[src/rtl/ehb_pkg.sv]
`timescale 1ns / 1ps
// ----------------------------------------------------------------------------
// ehb_pkg
// Shared constants, codes and types of the edge hash bucketer.
// ----------------------------------------------------------------------------
package ehb_pkg;

  localparam int unsigned MAX_BUCKETS = 16;
  localparam int unsigned VERTEX_BITS = 16;
  localparam int unsigned COUNT_BITS  = 32;

  // port widths
  localparam int unsigned VID_W      = 16;
  localparam int unsigned QB_W       = 4;
  localparam int unsigned BUCKET_W   = 4;
  localparam int unsigned SLOT_W     = 32;
  localparam int unsigned EDGES_W    = 32;
  localparam int unsigned VCOUNT_W   = 17;
  localparam int unsigned CFG_IDX_W  = 1;
  localparam int unsigned CFG_DATA_W = 5;

  // configuration
  localparam int unsigned KEY_MODE_W = 2;
  localparam int unsigned NCOUNT_W   = 5;
  localparam logic [CFG_IDX_W-1:0]  CFG_KEY_MODE       = 1'd0;
  localparam logic [CFG_IDX_W-1:0]  CFG_BUCKET_COUNT   = 1'd1;
  localparam logic [KEY_MODE_W-1:0] KEY_MODE_INCOMING  = 2'd1;
  localparam logic [KEY_MODE_W-1:0] KEY_MODE_RESET     = 2'd0;
  localparam logic [NCOUNT_W-1:0]   BUCKET_COUNT_RESET = 5'd16;

  // actions
  localparam logic ACT_PLACE = 1'b0;
  localparam logic ACT_QUERY = 1'b1;

  // hash: prime = 2^HASH_PRIME_SHIFT + HASH_PRIME_LO
  localparam int unsigned HASH_XOR         = 3;
  localparam int unsigned HASH_PRIME_SHIFT = 40;
  localparam int unsigned HASH_PRIME_LO    = 435;
  localparam int unsigned DIGIT_BITS       = 8;

  localparam int unsigned SEEN_WORD_LOG_MAX = 6;

  typedef struct packed {
    logic                done;
    logic [NCOUNT_W-1:0] rem;
  } hash_res_t;

  // prime mod n for every bucket count n
  function automatic logic [(1<<NCOUNT_W)*NCOUNT_W-1:0] hash_mult_table();
    logic [(1<<NCOUNT_W)*NCOUNT_W-1:0] tbl;
    int p;
    int q;
    int n;
    int i;
    tbl = '0;
    for (n = 1; n < (1 << NCOUNT_W); n++) begin
      p = (n == 1) ? 0 : 1;
      for (i = 0; i < int'(HASH_PRIME_SHIFT); i++) begin
        p = p * 2;
        if (p >= n) p = p - n;
      end
      q = 0;
      for (i = $clog2(HASH_PRIME_LO + 1) - 1; i >= 0; i--) begin
        q = q * 2 + int'((HASH_PRIME_LO >> i) & 1);
        if (q >= n) q = q - n;
      end
      p = p + q;
      if (p >= n) p = p - n;
      tbl[n*NCOUNT_W +: NCOUNT_W] = NCOUNT_W'(p);
    end
    return tbl;
  endfunction

  localparam logic [(1<<NCOUNT_W)*NCOUNT_W-1:0] HASH_MULT_TBL = hash_mult_table();

endpackage

[src/rtl/ehb_hash.sv]
`timescale 1ns / 1ps
// ----------------------------------------------------------------------------
// ehb_hash
// Hash of the key vertex reduced modulo the bucket count, one digit a cycle.
// ----------------------------------------------------------------------------
module ehb_hash #(
  parameter int unsigned VertexBits = ehb_pkg::VERTEX_BITS
) (
  input  logic                          clk_i,
  input  logic                          rst_ni,
  input  logic                          start_i,
  input  logic [VertexBits-1:0]         key_i,
  input  logic [ehb_pkg::NCOUNT_W-1:0]  n_i,
  output ehb_pkg::hash_res_t            res_o
);

  localparam int unsigned MW    = VertexBits + ehb_pkg::NCOUNT_W;
  localparam int unsigned STEPS = (MW + ehb_pkg::DIGIT_BITS - 1) / ehb_pkg::DIGIT_BITS;
  localparam int unsigned PW    = STEPS * ehb_pkg::DIGIT_BITS;
  localparam int unsigned CW    = $clog2(STEPS + 1);

  logic [ehb_pkg::NCOUNT_W-1:0] mult;
  logic [MW-1:0]                prod;
  logic [PW-1:0]                m_q, m_d;
  logic [ehb_pkg::NCOUNT_W-1:0] n_q, n_d;
  logic [ehb_pkg::NCOUNT_W-1:0] r_q, r_d;
  logic [ehb_pkg::NCOUNT_W-1:0] r_step;
  logic [CW-1:0]                cnt_q, cnt_d;
  logic                         busy_q, busy_d;
  logic                         done_q, done_d;

  assign mult = ehb_pkg::HASH_MULT_TBL[n_i*ehb_pkg::NCOUNT_W +: ehb_pkg::NCOUNT_W];
  assign prod = MW'(key_i) * MW'(mult);

  always_comb begin
    logic [ehb_pkg::NCOUNT_W:0] t;
    t = {1'b0, r_q};
    for (int i = 0; i < int'(ehb_pkg::DIGIT_BITS); i++) begin
      t = {t[ehb_pkg::NCOUNT_W-1:0], m_q[PW-1-i]};
      if (t >= {1'b0, n_q}) t = t - {1'b0, n_q};
    end
    r_step = t[ehb_pkg::NCOUNT_W-1:0];
  end

  always_comb begin
    m_d    = m_q;
    n_d    = n_q;
    r_d    = r_q;
    cnt_d  = cnt_q;
    busy_d = busy_q;
    done_d = 1'b0;
    if (start_i) begin
      m_d    = PW'(prod);
      n_d    = n_i;
      r_d    = '0;
      cnt_d  = CW'(STEPS);
      busy_d = 1'b1;
    end else if (busy_q) begin
      m_d   = m_q << ehb_pkg::DIGIT_BITS;
      r_d   = r_step;
      cnt_d = cnt_q - CW'(1);
      if (cnt_q == CW'(1)) begin
        busy_d = 1'b0;
        done_d = 1'b1;
      end
    end
  end

  always_ff @(posedge clk_i or negedge rst_ni) begin
    if (!rst_ni) begin
      busy_q <= 1'b0;
      done_q <= 1'b0;
      cnt_q  <= '0;
    end else begin
      busy_q <= busy_d;
      done_q <= done_d;
      cnt_q  <= cnt_d;
    end
  end

  always_ff @(posedge clk_i) begin
    m_q <= m_d;
    n_q <= n_d;
    r_q <= r_d;
  end

  assign res_o.done = done_q;
  assign res_o.rem  = r_q;

endmodule

[config.mk]
export PLATFORM = sky130hd
export DESIGN_NAME = ehb_hash
export DESIGN_NICKNAME = d
export VERILOG_FILES = /design/src/rtl/ehb_pkg.sv /design/src/rtl/ehb_hash.sv
export SDC_FILE = /design/constraint.sdc
export NUM_CORES = 1
export LEC_CHECK = 0
export ABC_AREA = 1
export BUFFER_PORTS_ARGS = -buffer_cell sky130_fd_sc_hd__buf_2
export CAP_MARGIN = 5
export CORE_MARGIN = 5
export CORE_UTILIZATION = 47
export DETAILED_ROUTE_END_ITERATION = 10
export HOLD_SLACK_MARGIN = 0.15
export PLACE_DENSITY = 0.65
export SYNTH_ARGS = -nofsm -noshare
export SYNTH_HDL_FRONTEND = slang
export SYNTH_SLANG_ARGS = --single-unit
[constraint.sdc]
create_clock -name clk_i -period 14.3 [get_ports clk_i]
set_input_delay 1.43 -clock clk_i [delete_from_list [all_inputs] [get_ports clk_i]]
set_output_delay 1.43 -clock clk_i [all_outputs]
set_load 0.005 [all_outputs]
Word level (Yosys, flattened, before mapping)
Cells that the tools add are included.
{ "op_classes": {"add_sub_neg": 9, "n_mul": 2, "order_cmp": 8, "n_eq_ne": 1, "n_shift": 1, "muxes": 18, "reduce_logical": 1} }
{ "op_table": {"columns": ["cell", "n"], "rows": [
  ["$shiftx A160 B9 Y5 const A", 1],
  ["$ge A6 B5 Y1", 8],
  ["$mux W21", 2],
  ["$mux W5", 8],
  ["$sub A5 B5 Y5", 8],
  ["$mul A16 B5 Y21", 1],
  ["$mul A5 B3 Y8 const B", 1],
  ["$mux W1", 6],
  ["$mux W2", 2],
  ["$eq A2 B1 Y1 const B", 1],
  ["$reduce_bool A2 Y1", 1],
  ["$sub A2 B1 Y2 const B", 1]
]} }
{ "word_totals": {"regBits": 38, "inputBits": 24, "out_inout_bits": 6, "word_cells": 47} }

Longest topological paths before layout
{ "depth": {"depth_word": 16, "depth_mapped": 80, "depth_no_buf": 80} }

Least setup slack after synthesis
OpenSTA, ideal clock, no wires.
{ "synth_path": {"path_kind": "reg2reg", "from": "register n_q[1] (netlist bit)", "to": "register r_q[1] (netlist bit)", "arrival_time_ps": 11109, "required_ps": 14241, "slack_ps": 3133, "stages_incl_launch_ff": 77, "path_buffers": 0, "period_less_slack_ps": 11167, "cell_sequence": "edfxtp_1 -> inv_1 -> fa_1 -> inv_1 -> nand2_1 -> nand3b_4 -> nand2_2 -> o21ai_0 -> inv_1 -> ha_1 -> nand2_1 -> inv_1 -> nand2_1 -> nor2_1 -> nor2_1 -> nand2_1 -> nor2_2 -> nand2_1 -> [... 41 more ...] -> nor2_1 -> a211oi_1 -> nor2_1 -> nor3_1 -> inv_1 -> nor2_4 -> nand3_1 -> nand2_1 -> inv_1 -> ha_1 -> a21o_1 -> a31oi_1 -> a21boi_0 -> nor2_1 -> nand3_2 -> nand2_1 -> nand3_1 -> nand2_1"} }
{ "synth_via": {"elab_chain_cells": 16, "word_cells_on_any_way": 24, "classes_between": "add/sub: 8; order compare: 8; mux: 8"} }
{ "synth_rtl": {"columns": ["item", "line_no", "text"], "rows": [
  ["from (decl)", "ehb_hash.sv:25", "logic [ehb_pkg::NCOUNT_W-1:0] n_q, n_d;"],
  ["from (signal assigned)", "ehb_hash.sv:83", "n_q <= n_d;"],
  ["$sub A5 B5 Y5 or $ge A6 B5 Y1 (tied branches)", "ehb_hash.sv:40", "if (t >= {1'b0, n_q}) t = t - {1'b0, n_q};"],
  ["$mux W5", "ehb_hash.sv:40", null],
  ["$sub A5 B5 Y5 or $ge A6 B5 Y1 (tied branches)", "ehb_hash.sv:40", null],
  ["$mux W5", "ehb_hash.sv:40", null],
  ["$sub A5 B5 Y5 or $ge A6 B5 Y1 (tied branches)", "ehb_hash.sv:40", null],
  ["$mux W5", "ehb_hash.sv:40", null],
  ["$sub A5 B5 Y5 or $ge A6 B5 Y1 (tied branches)", "ehb_hash.sv:40", null],
  ["$mux W5", "ehb_hash.sv:40", null],
  ["$ge A6 B5 Y1 or $sub A5 B5 Y5 (tied branches)", "ehb_hash.sv:40", null],
  ["$mux W5", "ehb_hash.sv:40", null],
  ["$sub A5 B5 Y5 or $ge A6 B5 Y1 (tied branches)", "ehb_hash.sv:40", null],
  ["$mux W5", "ehb_hash.sv:40", null],
  ["$ge A6 B5 Y1 or $sub A5 B5 Y5 (tied branches)", "ehb_hash.sv:40", null],
  ["$mux W5", "ehb_hash.sv:40", null],
  ["$sub A5 B5 Y5 or $ge A6 B5 Y1 (tied branches)", "ehb_hash.sv:40", null],
  ["$mux W5 (*)", "ehb_hash.sv:40", null],
  ["to (signal assigned)", "ehb_hash.sv:84", "r_q <= r_d;"],
  ["to (decl)", "ehb_hash.sv:26", "logic [ehb_pkg::NCOUNT_W-1:0] r_q, r_d;"]
]} }
Every way passes the cells marked *; elsewhere a longest branch is shown, timed or not.
A chain may end at the register's enable or synchronous reset.

Worst setup path after layout
{ "layout_path": {"from": "register n_q[1] (netlist bit)", "to": "register r_q[2] (netlist bit)"} }
Same word-level chain as after synthesis.

==> key figures <==
Status
  – Status: finished, final reports clean

Drt
  – Vias: 5,217
  – DRC viols: 0
  – Antenna viol nets, final: 0
  – First-pass detailed-route iteration total: 5
  – Iter 0 DRT Violations: 345
  – Vias per inst: 5.00
  – WL/cell: 12.6 microns
  – Final WL: 13.2 mm

Synth
  – Flops & latches, synth: 38
  – Cell variety after synth: 42
  – Synth Flop Type: edfxtp_1
  – Syn avg cell area: 7.41 sq um
  – Syn Nets: 988
  – Register area share after synthesis: 0.168
  – Synthesized area: 0.00621 sq mm
  – Synthesis warning total: 0
  – Syn Inst Count: 838
  – EDFF count, synth: 26
  – Asr flop ratio synth: 0.105

Critical path
  – Crit Path Max Fanout: 10
  – CP Class: flop to flop
  – Worst r2r src: n_q[1]
  – WP depth: 74
  – Crit path top cell by count: nand2_1
  – Worst reg2reg path depth: 74
  – Top delay family on crit path: simple AND/OR/NAND/NOR gates
  – Critical Path AT: 12,800 ps
  – Reg2Reg Capture Point: r_q[2]
  – Critical path startpoint: n_q[1]
  – CP peak stage delay: 670 ps
  – Reg2Reg Setup Slack: 1730 ps
  – CP Launch Type: flop
  – CP bufs+invs: 11
  – Crit. End Element: flop
  – Slowest cell on crit path: edfxtp_1
  – Worst endpoint required time: 14,530 ps
  – Worst setup endpoint: r_q[2]

CTS
  – Clk pin slew, worst setup/hold paths: 60 ps
  – Max Root-Sink Buffers: 2
  – CTS Buf Count: 5
  – Root buf cell: clkbuf_16
  – H-tree levels: 2
  – CTS sink cnt: 38
  – CTS Hold Bufs: 0
  – Setup Fix Bufs, Post-CTS: 0
  – PostCTS Resize Cnt: 0
  – Worst-Skew Late Latency: 290 ps
  – CTS tree: yes

Layout
  – Final core occ: 0.514
  – Commonest non-fill, non-tap cells in the layout: nand2_1, inv_1, ha_1, nor2_1, fa_1
  – P&R area growth vs syn: 8.28%
  – Commonest non-fill, non-tap cell in the layout: nand2_1
  – Nets@finish: 1,016
  – Fraction of layout cells with a size suffix above 1: 0.0934
  – Fillers: 1,325
  – Ant. Diodes: 0

Global route
  – Vias in the first global route: 5,127
  – Grt total ovfl: 0
  – First-pass GRT wire length: 23.2 mm
  – Pin count of the biggest net entering global routing: 26
  – Global Route Usage Sum: 0.174
  – Initial antenna violation count: 0

Timing
  – Max_slew headroom: 0.416
  – RSZ-0062 raised after global routing: false
  – Tcrit/Tclk final: 0.879
  – Final hold violation count: 0
  – Worst-Margin Slew: 874 ps
  – Clock skew: 4.58 ps
  – Crit path setup slack, layout: 1730 ps
  – Fin Setup TNS: 0 ps
  – Final max-slew violation count: 0
  – Fin crit period: 12,570 ps
  – Final setup viols: 0
  – Peak Freq: 79.6 MHz

Placement
  – Hpwl dp: 11.1 mm
  – Quantity of I/O buffers inserted on ports: 29
  – Routability cong.: 0.856
  – Place WS: 1740 ps

Floorplan
  – Die X: 125 microns
  – Die Y: 125 microns
  – Core ar.: 0.0131 sq mm
  – # IOs: 30
  – Initial Util: 0.474
  – Total die area: 0.0156 sq mm
  – Row cnt: 42

Hold path
  – Min-delay worst type: flop to flop

Job
  – Max_cap viols: 0
-- area by class of cell --
type	instances	area [sq um]	area share
clock inverters	3	45.0	0.00670
repair buffers	31	160	0.0238
flip-flops and latches	38	1040	0.155
inverters	142	533	0.0793
clock buffers	5	125	0.0186
well taps	176	220	0.0328
multi-input cells	648	4600	0.684
-- tightest hold or removal path, delay by kind of cell (launching register included) --
family	cells	cell delay [ps]
AND/OR/NAND/NOR	1	50
flip-flops	1	320
AO/OA/AOI/OAI	1	50
-- worst min-delay path by stage --
stage / from / end / slack, ps / cells after the start
after floorplan: m_q[13] / m_q[21] / 420 / 2
after global placement: m_q[13] / m_q[21] / 430 / 2
after detailed placement: m_q[14] / m_q[22] / 440 / 2
after CTS: m_q[14] / m_q[22] / 450 / 2
after global routing: m_q[14] / m_q[22] / 470 / 2
final: m_q[14] / m_q[22] / 440 / 2
-- metal layers --
layer  vias to the layer above  GRT usage  routed length [microns]
met1                      2377      0.226                     6070
met4                         0     0.0453                      250
met5                         -          0                        0
met2                        86      0.316                     6490
met3                        21     0.0129                      349
li1                       2733          -                        -
-- cells by family (layout without fill, tap and decap cells) --
logic type / count (synthesis) / count (layout) / synth area share
compound gates: 103 / 103 / 0.0929
xor+xnor: 32 / 32 / 0.0452
fa+ha+maj: 126 / 126 / 0.314
buf+inv: 152 / 181 / 0.0925
flops: 38 / 38 / 0.168
simple gates: 387 / 387 / 0.287
-- synthesized netlist by cell type (all sizes together) (2+ instances only) --
| cell type | number | area share |
|---|---|---|
| nor3 | 10 | 0.0081 |
| clkbuf | 9 | 0.0054 |
| inv | 142 | 0.086 |
| nand2 | 223 | 0.14 |
| o31ai | 2 | 0.0024 |
| a21boi | 2 | 0.0024 |
| nand4 | 5 | 0.0050 |
| or2 | 2 | 0.0020 |
| xnor2 | 16 | 0.023 |
| fa | 50 | 0.16 |
| a21o | 2 | 0.0024 |
| edfxtp | 26 | 0.13 |
| a31oi | 4 | 0.0040 |
| dfrtp | 4 | 0.016 |
| nor2 | 84 | 0.059 |
| a21oi | 35 | 0.030 |
| xor2 | 16 | 0.023 |
| ha | 76 | 0.15 |
| o21a | 2 | 0.0024 |
| dfxtp | 8 | 0.026 |
| nand3b | 3 | 0.0056 |
| a211oi | 3 | 0.0044 |
| o21ai | 49 | 0.040 |
| nand3 | 58 | 0.063 |
-- through the flow --
step	cell area [sq um]	std cells	hold WS, ps
after floorplan	6210	838	422
after global placement	6550	1035	426
after detailed placement	6550	1035	437
after CTS	6720	1043	452
after global routing	6720	1043	473
final	6720	1043	444
-- flip-flops by register name, indices dropped and copies added (netlist names) --
name	flops
cnt_q	2
done_q	1
n_q	5
m_q	24
r_q	5
busy_q	1
Power is left out: the tool's default activity adds up to more than one toggle a clock period on the data nets, which glitch-free logic cannot reach.
