`src/rtl/ehb_ram.sv`:
```
`timescale 1ns / 1ps
// ----------------------------------------------------------------------------
// ehb_ram
// Generic simple dual-port RAM, one write and one registered read port.
// ----------------------------------------------------------------------------
module ehb_ram #(
  parameter int unsigned Width = 8,
  parameter int unsigned Depth = 16
) (
  input  logic                                   clk_i,
  input  logic                                   we_i,
  input  logic [((Depth > 1) ? $clog2(Depth) : 1)-1:0] waddr_i,
  input  logic [Width-1:0]                       wdata_i,
  input  logic                                   re_i,
  input  logic [((Depth > 1) ? $clog2(Depth) : 1)-1:0] raddr_i,
  output logic [Width-1:0]                       rdata_o
);

  logic [Width-1:0] mem_q [Depth];
  logic [Width-1:0] rdata_q;

  always_ff @(posedge clk_i) begin
    if (we_i) begin
      mem_q[waddr_i] <= wdata_i;
    end
    if (re_i) begin
      rdata_q <= mem_q[raddr_i];
    end
  end

  assign rdata_o = rdata_q;

endmodule

```
`config.mk`:
```
export PLATFORM = sky130hd
export DESIGN_NAME = ehb_ram
export DESIGN_NICKNAME = d
export VERILOG_FILES = /design/src/rtl/ehb_ram.sv
export SDC_FILE = /design/constraint.sdc
export NUM_CORES = 1
export LEC_CHECK = 0
export BUFFER_PORTS_ARGS = -buffer_cell sky130_fd_sc_hd__buf_2
export CORE_MARGIN = 2
export CORE_UTILIZATION = 55
export CTS_CLUSTER_DIAMETER = 150
export DETAILED_ROUTE_END_ITERATION = 8
export PLACE_DENSITY = 0.83
export SYNTH_ARGS = -nofsm -noshare
export SYNTH_HDL_FRONTEND = slang
export SYNTH_SLANG_ARGS = --single-unit
```
`constraint.sdc`:
```
create_clock -name clk_i -period 2.2 [get_ports clk_i]
set_clock_uncertainty 0.1 [all_clocks]
set_input_delay 0.22 -clock clk_i [delete_from_list [all_inputs] [get_ports clk_i]]
set_output_delay 0.22 -clock clk_i [all_outputs]
set_load 0.02 [all_outputs]
```
After elaboration in Yosys (flattened, before gate mapping)
Memories as Yosys holds them, arrays and structs flattened. A register that Yosys moved wholly into a read port is not among the register bits.
Cells that the tools add are included.
{"block": "op_classes", "mux": 2}
{"cell": "two-way mux 1 bit", "count": 2}
{"block": "totals", "input_bits": 19, "word_cells": 3, "regBits": 0, "ram_bits": 128, "mem_count": 1, "output_inout_bits": 8}
{"name": "mem_q", "depth": 16, "word_bits": 8, "read_ports": 1, "rd_clocked_by_memory_dff": 1, "wr": 1, "line_no": "19", "source": "logic [Width-1:0] mem_q [Depth];"}

Longest topological paths before layout
Gate-level depths: netlist (run 1).
{"block": "depth", "ltp_word": 2, "ltp_mapped": 5, "ltp_nobuf": 3}

Least setup slack after synthesis (run 1)
No wires, ideal clock.
{"block": "synth_timing", "kind": "input to register", "from": "in waddr_i[2] (netlist bit)", "to": "mem mem_q[0][0], enable pin", "arrival_time_ps": 1330, "required_time_ps": 1717, "path_slack_ps": 387, "setup_ps": 383, "path_buffers": 0, "cell_stages": 2, "cell_sequence": "or3b_2 > nor3_1"}
{"element": "from (decl)", "line_no": "12", "source": "input logic [((Depth > 1) ? $clog2(Depth) : 1)-1:0] waddr_i,"}
{"element": "to (decl)", "line_no": "19"}
No word-level cell before the write port.

==> reports/qor.yml, run 1 <==
critical_path:
  r2r_slack_ps: 550
  r2r-start: "mem_q[5][1]"
  critPathMaxStageDelay_ps: 580
  start_kind: "flip-flop"
  crit_chain: "mux4_1 > a22oi_1 > nand2_1"
  arrival_ps: 1800
  critPathMaxFanout: 1
  slowest_stage: "mux4_1"
  ff2ff_path_depth: 3
  critPathRequiredTime_ps: 2350
  rr_endpoint: "rdata_o[1]"
  worst-setup-path-type: "flip-flop to flip-flop"
  cp-end-kind: "flip-flop"
yosys:
  syn_area_um2: 5230
  syn-num-nets: 248
  synthCells: 229
  yosysTopAreaCell: "edfxtp_1"
  ys_seq_area_frac: 0.781
  synth_enable_flop_cells: 136
  synth.top_cell.area_share: 0.781
  yosysWarnings: 0
  syn_area_per_cell_um2: 22.8
  ys_types: 18
  async_flop_share: 0
  yosys_most_used_dff: "edfxtp_1"
  ys_ff_latch: 136
  ys_top_cells_by_area: "edfxtp_1 78%, mux4_2 7.8%, mux4_1 7.0%"
  synth_most_common_cell: "edfxtp_1"
  synth_commonest_cells: "136 x edfxtp_1, 18 x mux4_2, 16 x a22oi_1, 14 x mux4_1, 13 x nor2_1"
final_layout:
  syn2layout_area_growth_pct: 20.2
  final_nets: 311
  diodes: 0
  fin_cells: 434
  design_area_um2: 6290
  drive_gt1_frac: 0.298
run_status:
  outcome: "complete, no violations"
placed_design:
  dp_hpwl_um: 5920
  io_buffers: 26
  gp_congestion: 0.713
  place_ws_ps: 247
  dp_cells: 393
  dpl_cell_area_um2: 5600
timing:
  setup_viol_count_final: 0
  tns_ps: 0
  maxClockFrequency_mhz: 606
  layout_setup_ws_ps: 551
  layout_min_cycle_time_ps: 1650
  hold_viol: 0
  fin_crit_sh: 0.750
  drv_slew: 0
  tightestPinTransition_ps: 745
  rsz0062_at_grt: "no"
  relSlewSlack: 0.501
drt:
  via_per_inst: 5.92
  post_drt_wl_per_cell_um: 23.7
  antenna_left: 0
  drtPass1Iterations: 4
  wirelength_um: 10300
  drc: 0
  drt_iter0_drc: 268
  vias: 2571
clocking:
  cts.sinks: 136
  clock_latency_ps: 510
  cts_tree: "done"
  h-tree-depth: 4
  cts_buffers: 17
  clk_pin_slew_worst_paths_ps: 60
  cts_resized: 0
  clockRootBuffer: "clkbuf_8"
  clock_path_buffers: 2
pwr:
  ir_worst_vdd_v: 0.000455
  p_leak_nw: 2.14
  powerDensity_nw_per_um2: 962
  total_power_mw: 6.05
global_route:
  first_global_vias: 2666
  globalRoute.totalOverflow: 0
  antenna_found_initial: 0
  top_usage_layer: "met2"
  grt_pass1_wl_um: 15900
  grt_util_met2: 0.360
  track_usage: 0.225
  grt_max_degree: 33
  met1_usage: 0.310
  grtUsageMet3: 0.0545
floorplanning:
  io_pins: 27
  num_rows: 35
  design.core.area_um2: 9240
  die_h_um: 101
  die_x_um: 101
  die_area_um2: 10300
  start_util: 0.566
hold_path:
  hold_depth: 3
  min-delay-start: "waddr_i[0]"
  hp-class: "input port to flip-flop"
  hold_path_end: "mem_q[4][6]"
run:
  drv_cap: 0
[critical path: cells and delay by family (launching register included)]
kind | cells | cell delay (ps)
flip-flops | 1 | 400
multiplexers | 1 | 580
AO/OA/AOI/OAI | 1 | 240
AND/OR/NAND/NOR | 1 | 80
[metal layers]
metal | wire length, um | up-vias
met2 | 5480 | 98
met4 | 95 | 0
met1 | 4050 | 1352
li1 | - | 1112
met5 | 0 | -
met3 | 654 | 9
[registers in the layout, summed over array words and instances (netlist names)]
name / count
rdata_o: 8
mem_q: 128
[worst max path at each step]
stage,start,to,slack (ps),depth (start not counted)
detailed placement,raddr_i[0],rdata_o[7],250,5
global placement,raddr_i[0],rdata_o[1],320,5
floorplan,waddr_i[2],mem_q[0][0],390,2
CTS,mem_q[5][1],rdata_o[1],550,3
global route,mem_q[10][3],rdata_o[3],520,3
finish,mem_q[5][1],rdata_o[1],550,3
[cells in the final DEF, fill, tap and decap left out, drive strengths merged]
master,n
clkinv,7
nor2b,1
nor2,13
nand3,1
inv,2
dlygate4sd3,9
buf,45
or3b,1
nand3b,2
and2,1
clkinvlp,2
and2b,1
nand2,9
clkbuf,17
nor3,4
edfxtp,136
mux4,32
bufinv,4
nand2b,2
a22oi,16
[cell families (layout without fill, tap and decap cells)]
logic type      after synthesis  count (layout)  share of synthesized area
simple gates                 35              35                     0.0314
mux                          32              32                      0.148
buf+inv                      10              86                     0.0165
compound gates               16              16                     0.0230
flops                       136             136                      0.781
[cell type report]
cell class              instances  area, um^2
fillers                       568        2950
flip-flops and latches        136        4080
multi-input cells              83        1060
clock buffers                  17         414
well taps                     129         161
repair buffers                 54         388
clock inverters                15         181
[through the flow]
stage / hold WS [ps] / util
after floorplan: 219 / -
after global placement: 502 / 0.606
after detailed placement: 510 / 0.606
after CTS: 150 / 0.680
after global routing: 177 / 0.680
final: 173 / 0.680
[timing repair]
action	in CTS	in global routing
hold buffers	9	0
endpoints found under the setup margin	0	0
buffers inserted	0	0
hold endpoints to repair	135	0
[report_power, final]
part	switching, mW	internal [mW]
Clock	1.00	1.82
Sequential	0.0172	2.92
Combinational	0.167	0.125
Power figures use the tool's default switching activity.
==> run 2, diff against run 1 <==
==> constraint.sdc (replaced) <==
create_clock -name clk_i -period 1.67 [get_ports clk_i]
set_clock_uncertainty 0.1 [all_clocks]
set_input_delay 0.167 -clock clk_i [delete_from_list [all_inputs] [get_ports clk_i]]
set_output_delay 0.167 -clock clk_i [all_outputs]
set_load 0.02 [all_outputs]
==> run 2 against run 1 <==
Effect of this change: utilization barely moved; clock power rose by 16%; combinational power rose by 37%; non-clock buffer count rose by 7; sequential power rose by 32%; via count fell by 0.39%; critical path depth did not move; final cell count rose by 1.6%; setup slack got worse by 490 ps; die area did not move; critical path type unchanged; critical endpoint is now rdata_o[0].
==> reports/qor.yml, run 2 (same netlist as run 1, synthesis figures left out) <==
run_status:
  outcome: "complete, no violations"
drt:
  post_drt_wl_per_cell_um: 22.8  # -4.0%
  drt_iter0_drc: 158  # -41%
  drc: 0  # unchanged
  antenna_left: 0  # unchanged
  wirelength_um: 10000  # -2.4%
  via_per_inst: 5.81  # -2.0%
  vias: 2561  # -0.39%
  drtPass1Iterations: 4  # unchanged
global_route:
  grt_max_degree: 19  # -42%
  track_usage: 0.221  # -0.00452
  first_global_vias: 2691  # +0.94%
  grt_pass1_wl_um: 15600  # -1.7%
  globalRoute.totalOverflow: 0  # unchanged
  antenna_found_initial: 0  # unchanged
clocking:
  clk_pin_slew_worst_paths_ps: 60  # about the same
  cts_setup_buffers: 0  # unchanged
  cts_buffers: 17  # unchanged
  cts.sinks: 136  # unchanged
  clockRootBuffer: "clkbuf_8"
  h-tree-depth: 4  # unchanged
  cts_resized: 0  # unchanged
  clock_path_buffers: 2  # unchanged
  cts_tree: "done"
  clock_latency_ps: 510  # about the same
timing:
  holdWs_ps: 120  # -52.2 ps
  hold_viol: 0  # unchanged
  layout_min_cycle_time_ps: 1600  # -44.7 ps
  drv_slew: 0  # unchanged
  maxClockFrequency_mhz: 623  # +2.8%
  setup_viol_count_final: 0  # unchanged
  relSlewSlack: 0.740  # +0.239
  tightestPinTransition_ps: 390  # -355 ps
  fin_crit_sh: 0.961  # +0.211
  rsz0062_at_grt: "no"
pwr:
  ir_worst_vdd_v: 0.000894  # +96%
  p_leak_nw: 2.15  # +0.24%
  clkPwrFrac: 0.433  # -0.033
  p_switching_mw: 1.57  # +32%
  powerDensity_nw_per_um2: 1200  # +25%
  p_seq_frac: 0.513  # +0.027
  sw_frac_of_total: 0.208  # +0.0122
  p_int_mw: 5.97  # +23%
  combPwrFrac: 0.053  # +0.005
  total_power_mw: 7.54  # +25%
floorplanning:
  num_rows: 35  # unchanged
  die_h_um: 101  # unchanged
  io_pins: 27  # unchanged
  die_area_um2: 10300  # unchanged
  die_x_um: 101  # unchanged
  start_util: 0.566  # unchanged
  design.core.area_um2: 9240  # unchanged
final_layout:
  drive_gt1_frac: 0.324  # +0.0254
  diodes: 0  # unchanged
  largest-register: "mem_q"
  final_nets: 318  # +2.3%
  largest_register_ffs: 128  # unchanged
  final_common_cell: "edfxtp_1"
  final_cell_mix: "136 x edfxtp_1, 26 x buf_2, 23 x buf_4"
  n_fill_cell: 564  # -0.70%
  final_util: 0.681  # about the same
  seq_area_um2: 4080  # unchanged
  multiInputGateArea_um2: 1060  # +0.47%
  syn2layout_area_growth_pct: 20.3  # about the same
placed_design:
  gp_congestion: 0.743  # +4.2%
  dp_hpwl_um: 6160  # +3.9%
  io_buffers: 26  # unchanged
critical_path:
  worst-path-buf-inv: 0  # unchanged
  slowest_stage: "mux4_1"
  arrival_ps: 1760  # -40 ps
  worst-setup-path-type: "flip-flop to flip-flop"
  ff2ff_path_depth: 3  # unchanged
  crit_chain: "mux4_1 > a22oi_1 > nand2_1"
  critPathMaxStageDelay_ps: 490  # -90 ps
  crit_cells: 3  # unchanged
  critPathRequiredTime_ps: 1830  # -520 ps
  cp_top_family: "multiplexers"
  cp-end-kind: "flip-flop"
  critPathMaxFanout: 1  # unchanged
  start_kind: "flip-flop"
run:
  drv_cap: 0  # unchanged
hold_path:
  hold_depth: 3  # unchanged
  hp-class: "input port to flip-flop"
-- run 2: cell count changes in the layout (fill, tap and decap cells not counted), sizes merged --
| cell | before | now |
|---|---|---|
| clkbuf | 17 | 18 |
| clkinv | 7 | 9 |
| buf | 45 | 52 |
| inv | 2 | 0 |
| clkinvlp | 2 | 4 |
| bufinv | 4 | 1 |
-- run 2: final timing paths --
check,from,to,slack (ps)
worst max-delay path,mem_q[2][0],rdata_o[0],70
worst min-delay path,waddr_i[0],mem_q[0][3],120
worst max register to register,mem_q[2][0],rdata_o[0],70
worst min register to register,mem_q[13][2],rdata_o[2],660
-- run 2: what timing repair did --
action	CTS	global route
hold buffers	9	0
setup endpoints to repair	0	0
hold endpoints to repair	136	0
-- run 2: through the flow --
| step | setup slack [ps] | TNS (ps) | instance area, um^2 | instances |
|---|---|---|---|---|
| detailed placement | -148 | -655 | 5670 | 400 |
| CTS | 21.4 | 0 | 6290 | 441 |
| finish | 65.3 | 0 | 6290 | 441 |
| global placement | -109 | -434 | 5670 | 400 |
| global route | 7.67 | 0 | 6290 | 441 |
| floorplan | 121 | 0 | 5230 | 229 |
-- run 2: worst min-delay path, stage by stage --
cell    delay, ps
buf_2         150
nor3_2         60
buf_4         180
-- run 2: per-layer routing --
layer  routed length, um  vias up  part of all wire  track usage
met5                   0        -                 0            0
met2                5040      130              0.50        0.350
met4                 125        0             0.012       0.0946
li1                    -     1124                 -            -
met3                 721        9             0.072       0.0476
met1                4150     1298              0.41        0.302
-- run 2: power by group through the flow --
stage | Sequential (mW) | Combinational (mW) | Clock, mW
3_3_place_gp | 3.94 | 0.367 | 0
4_1_cts | 3.87 | 0.404 | 3.30
5_1_grt | 3.88 | 0.431 | 3.45
3_5_place_dp | 3.94 | 0.381 | 0
6_report | 3.87 | 0.400 | 3.27
2_1_floorplan | 3.95 | 0.194 | 0
-- run 2: layout make-up --
type / instances / share of cell area
clock buffers: 18 / 0.0665
clock inverters: 14 / 0.0175
multi-input cells: 83 / 0.169
flip-flops and latches: 136 / 0.649
well taps: 129 / 0.0257
repair buffers: 61 / 0.0720
==> run 3, diff against run 2 <==
--- a/config.mk
+++ b/config.mk
@@ -5,6 +5,7 @@
 export SDC_FILE = /design/constraint.sdc
 export NUM_CORES = 1
 export LEC_CHECK = 0
+export ABC_AREA = 1
 export BUFFER_PORTS_ARGS = -buffer_cell sky130_fd_sc_hd__buf_2
 export CORE_MARGIN = 2
 export CORE_UTILIZATION = 55
==> run 3 against run 2 <==
Effect of this change: utilization shrank 1.0 points; first-iteration DRC count increased to 2.6 times the previous value; setup slack better by 270 ps; register-to-register slack improved by 300 ps.
==> reports/qor.yml, run 3 <==
yosys:
  ys_seq_area_frac: 0.698  # -0.0828
  syn_area_per_cell_um2: 10.6  # -54%
  ys_top_cells_by_area: "edfxtp_1 70%, nand2_1 11%, nand3_1 8.3%"
  synth.top_cell.area_share: 0.698  # -0.0828
  syn_area_um2: 5850  # +12%
  ys_ff_latch: 136  # unchanged
  synth_most_common_cell: "nand2_1"
  yosysWarnings: 0  # unchanged
  yosys_most_used_dff: "edfxtp_1"
  synth_enable_flop_cells: 136  # unchanged
  synthCells: 551  # +140%
  yosysTopAreaCell: "edfxtp_1"
  synth_commonest_cells: "173 x nand2_1, 136 x edfxtp_1, 100 x inv_1, 97 x nand3_1, 17 x nor2_1"
  async_flop_share: 0  # unchanged
  syn-num-nets: 570  # +130%
  ys_types: 11  # -7
final_layout:
  final_cell_mix: "173 x nand2_1, 136 x edfxtp_1, 100 x inv_1"
  drive_gt1_frac: 0.128  # -0.196
  syn2layout_area_growth_pct: 18.4
  largest-register: "mem_q"
  diodes: 0  # unchanged
  final_util: 0.671  # -0.00998
  largest_register_ffs: 128  # unchanged
  final_common_cell: "nand2_1"
  final_nets: 624  # +96%
  n_fill_cell: 713  # +26%
hold_path:
  hold_path_end: "mem_q[0][1]"
  min-delay-start: "we_i"
  hold_depth: 4  # +1
  hp-class: "input port to flip-flop"
critical_path:
  r2r_slack_ps: 370  # +300 ps
  crit_chain: "buf_2"
  slowest_stage: "edfxtp_1"
  start_kind: "flip-flop"
  rr_endpoint: "rdata_o[5]"
  worst-setup-path-type: "flip-flop to primary output"
  critPathRequiredTime_ps: 1400  # -430 ps
  crit_cells: 1  # -2
  cp-end-kind: "primary output"
  critPathMaxStageDelay_ps: 380  # -110 ps
  ff2ff_path_depth: 6  # +3
  critPathMaxFanout: 1  # unchanged
  arrival_ps: 1070  # -690 ps
  cp_top_family: "flip-flops"
  worst-path-buf-inv: 1  # +1
  r2r-start: "mem_q[1][5]"
clocking:
  cts_resized: 0  # unchanged
  cts.sinks: 136  # unchanged
  h-tree-depth: 4  # unchanged
  clock_latency_ps: 520  # about the same
  cts_setup_buffers: 0  # unchanged
  clock_path_buffers: 2  # unchanged
  cts_tree: "done"
  holdBufCountCts: 9  # unchanged
  cts_buffers: 17  # unchanged
  clk_pin_slew_worst_paths_ps: 60  # about the same
  clockRootBuffer: "clkbuf_8"
pwr:
  powerDensity_nw_per_um2: 1220  # +2.1%
  p_leak_nw: 3.01  # +40%
  ir_worst_vdd_v: 0.000772  # -14%
timing:
  relSlewSlack: 0.566  # -0.174
  tightestPinTransition_ps: 650  # +261 ps
  drv_slew: 0  # unchanged
  maxClockFrequency_mhz: 748  # +20%
  setup_viol_count_final: 0  # unchanged
  rsz0062_at_grt: "no"
  fin_crit_sh: 0.801  # -0.160
  layout_min_cycle_time_ps: 1340  # -267 ps
  tns_ps: 0  # unchanged
  hold_viol: 0  # unchanged
global_route:
  first_global_vias: 4125  # +53%
  antenna_found_initial: 0  # unchanged
  globalRoute.totalOverflow: 0  # unchanged
  grt_pass1_wl_um: 21000  # +35%
  track_usage: 0.252  # +0.0314
  grt_max_degree: 42  # +23
floorplanning:
  num_rows: 37  # +5.7%
  die_x_um: 107  # +5.5%
  die_h_um: 107  # +5.5%
  start_util: 0.566  # +0.000614
  die_area_um2: 11500  # +11%
  design.core.area_um2: 10300  # +12%
  io_pins: 27  # unchanged
run_status:
  outcome: "complete, no violations"
drt:
  via_per_inst: 5.39  # -7.2%
  post_drt_wl_per_cell_um: 18.1  # -20%
  drc: 0  # unchanged
  drt_iter0_drc: 403  # +160%
  antenna_left: 0  # unchanged
  vias: 4060  # +59%
  wirelength_um: 13700  # +36%
  drtPass1Iterations: 5  # +1
placed_design:
  dp_hpwl_um: 7870  # +28%
  gp_congestion: 0.859  # +16%
  io_buffers: 26  # unchanged
run:
  drv_cap: 0  # unchanged
-- run 3: cell count changes in the layout (fill, tap and decap cells not counted), moves of 3 or more --
| cell | before | now |
|---|---|---|
| nor2_1 | 13 | 17 |
| mux4_1 | 14 | 0 |
| nor3_1 | 3 | 0 |
| bufinv_16 | 1 | 6 |
| nand2_1 | 9 | 173 |
| clkinv_2 | 5 | 1 |
| nand3_1 | 1 | 97 |
| mux4_2 | 18 | 0 |
| inv_1 | 0 | 100 |
| a22oi_1 | 16 | 0 |
| clkinvlp_4 | 4 | 1 |
-- run 3: area by class of cell --
type	instances	area (um^2)	share of cell area
flip-flops and latches	136	4080	0.590
multi-input cells	289	1210	0.175
repair buffers	59	428	0.0618
clock buffers	17	414	0.0598
inverters	102	383	0.0553
clock inverters	14	230	0.0333
well taps	136	170	0.0246
-- run 3: metal layers --
layer | global-route usage | vias to the layer above | wire [um]
met4 | 0.105 | 0 | 402
li1 | - | 1888 | -
met5 | 0 | - | 0
met1 | 0.298 | 1918 | 5020
met2 | 0.443 | 221 | 7150
met3 | 0.0559 | 33 | 1100
-- run 3: cell families (layout without fill, tap and decap cells) --
group,count (synthesis),in the layout,synth area share
DFF,136,136,0.698
and+or+nand+nor,289,289,0.208
buffers and inverters,126,192,0.0939
-- run 3: worst max-delay path by stage --
stage	startpoint	to	slack, ps
after global routing	rdata_o[3]	rdata_o[3]	300
final	rdata_o[6]	rdata_o[6]	330
after global placement	raddr_i[1]	rdata_o[0]	170
after CTS	rdata_o[6]	rdata_o[6]	320
after detailed placement	raddr_i[1]	rdata_o[5]	110
after floorplan	waddr_i[2]	mem_q[10][0]	450
-- run 3: where the power goes --
group          internal, mW  total [mW]  switching [mW]
combinational         0.154       0.511           0.357
sequential             3.85        3.87          0.0211
clock                  2.70        4.09            1.39
total                  6.71        8.47            1.77
-- run 3: stage by stage --
step | std cells | worst slack [ps] | hold slack [ps] | instance area (um^2) | total power, mW
after detailed placement | 712 | 106 | 421 | 6180 | 4.42
after global placement | 712 | 166 | 418 | 6180 | 4.40
final | 753 | 333 | 178 | 6920 | 8.47
after floorplan | 551 | 452 | 166 | 5850 | 4.22
after global routing | 753 | 297 | 216 | 6920 | 8.66
after CTS | 752 | 315 | 1.43 | 6910 | 8.46
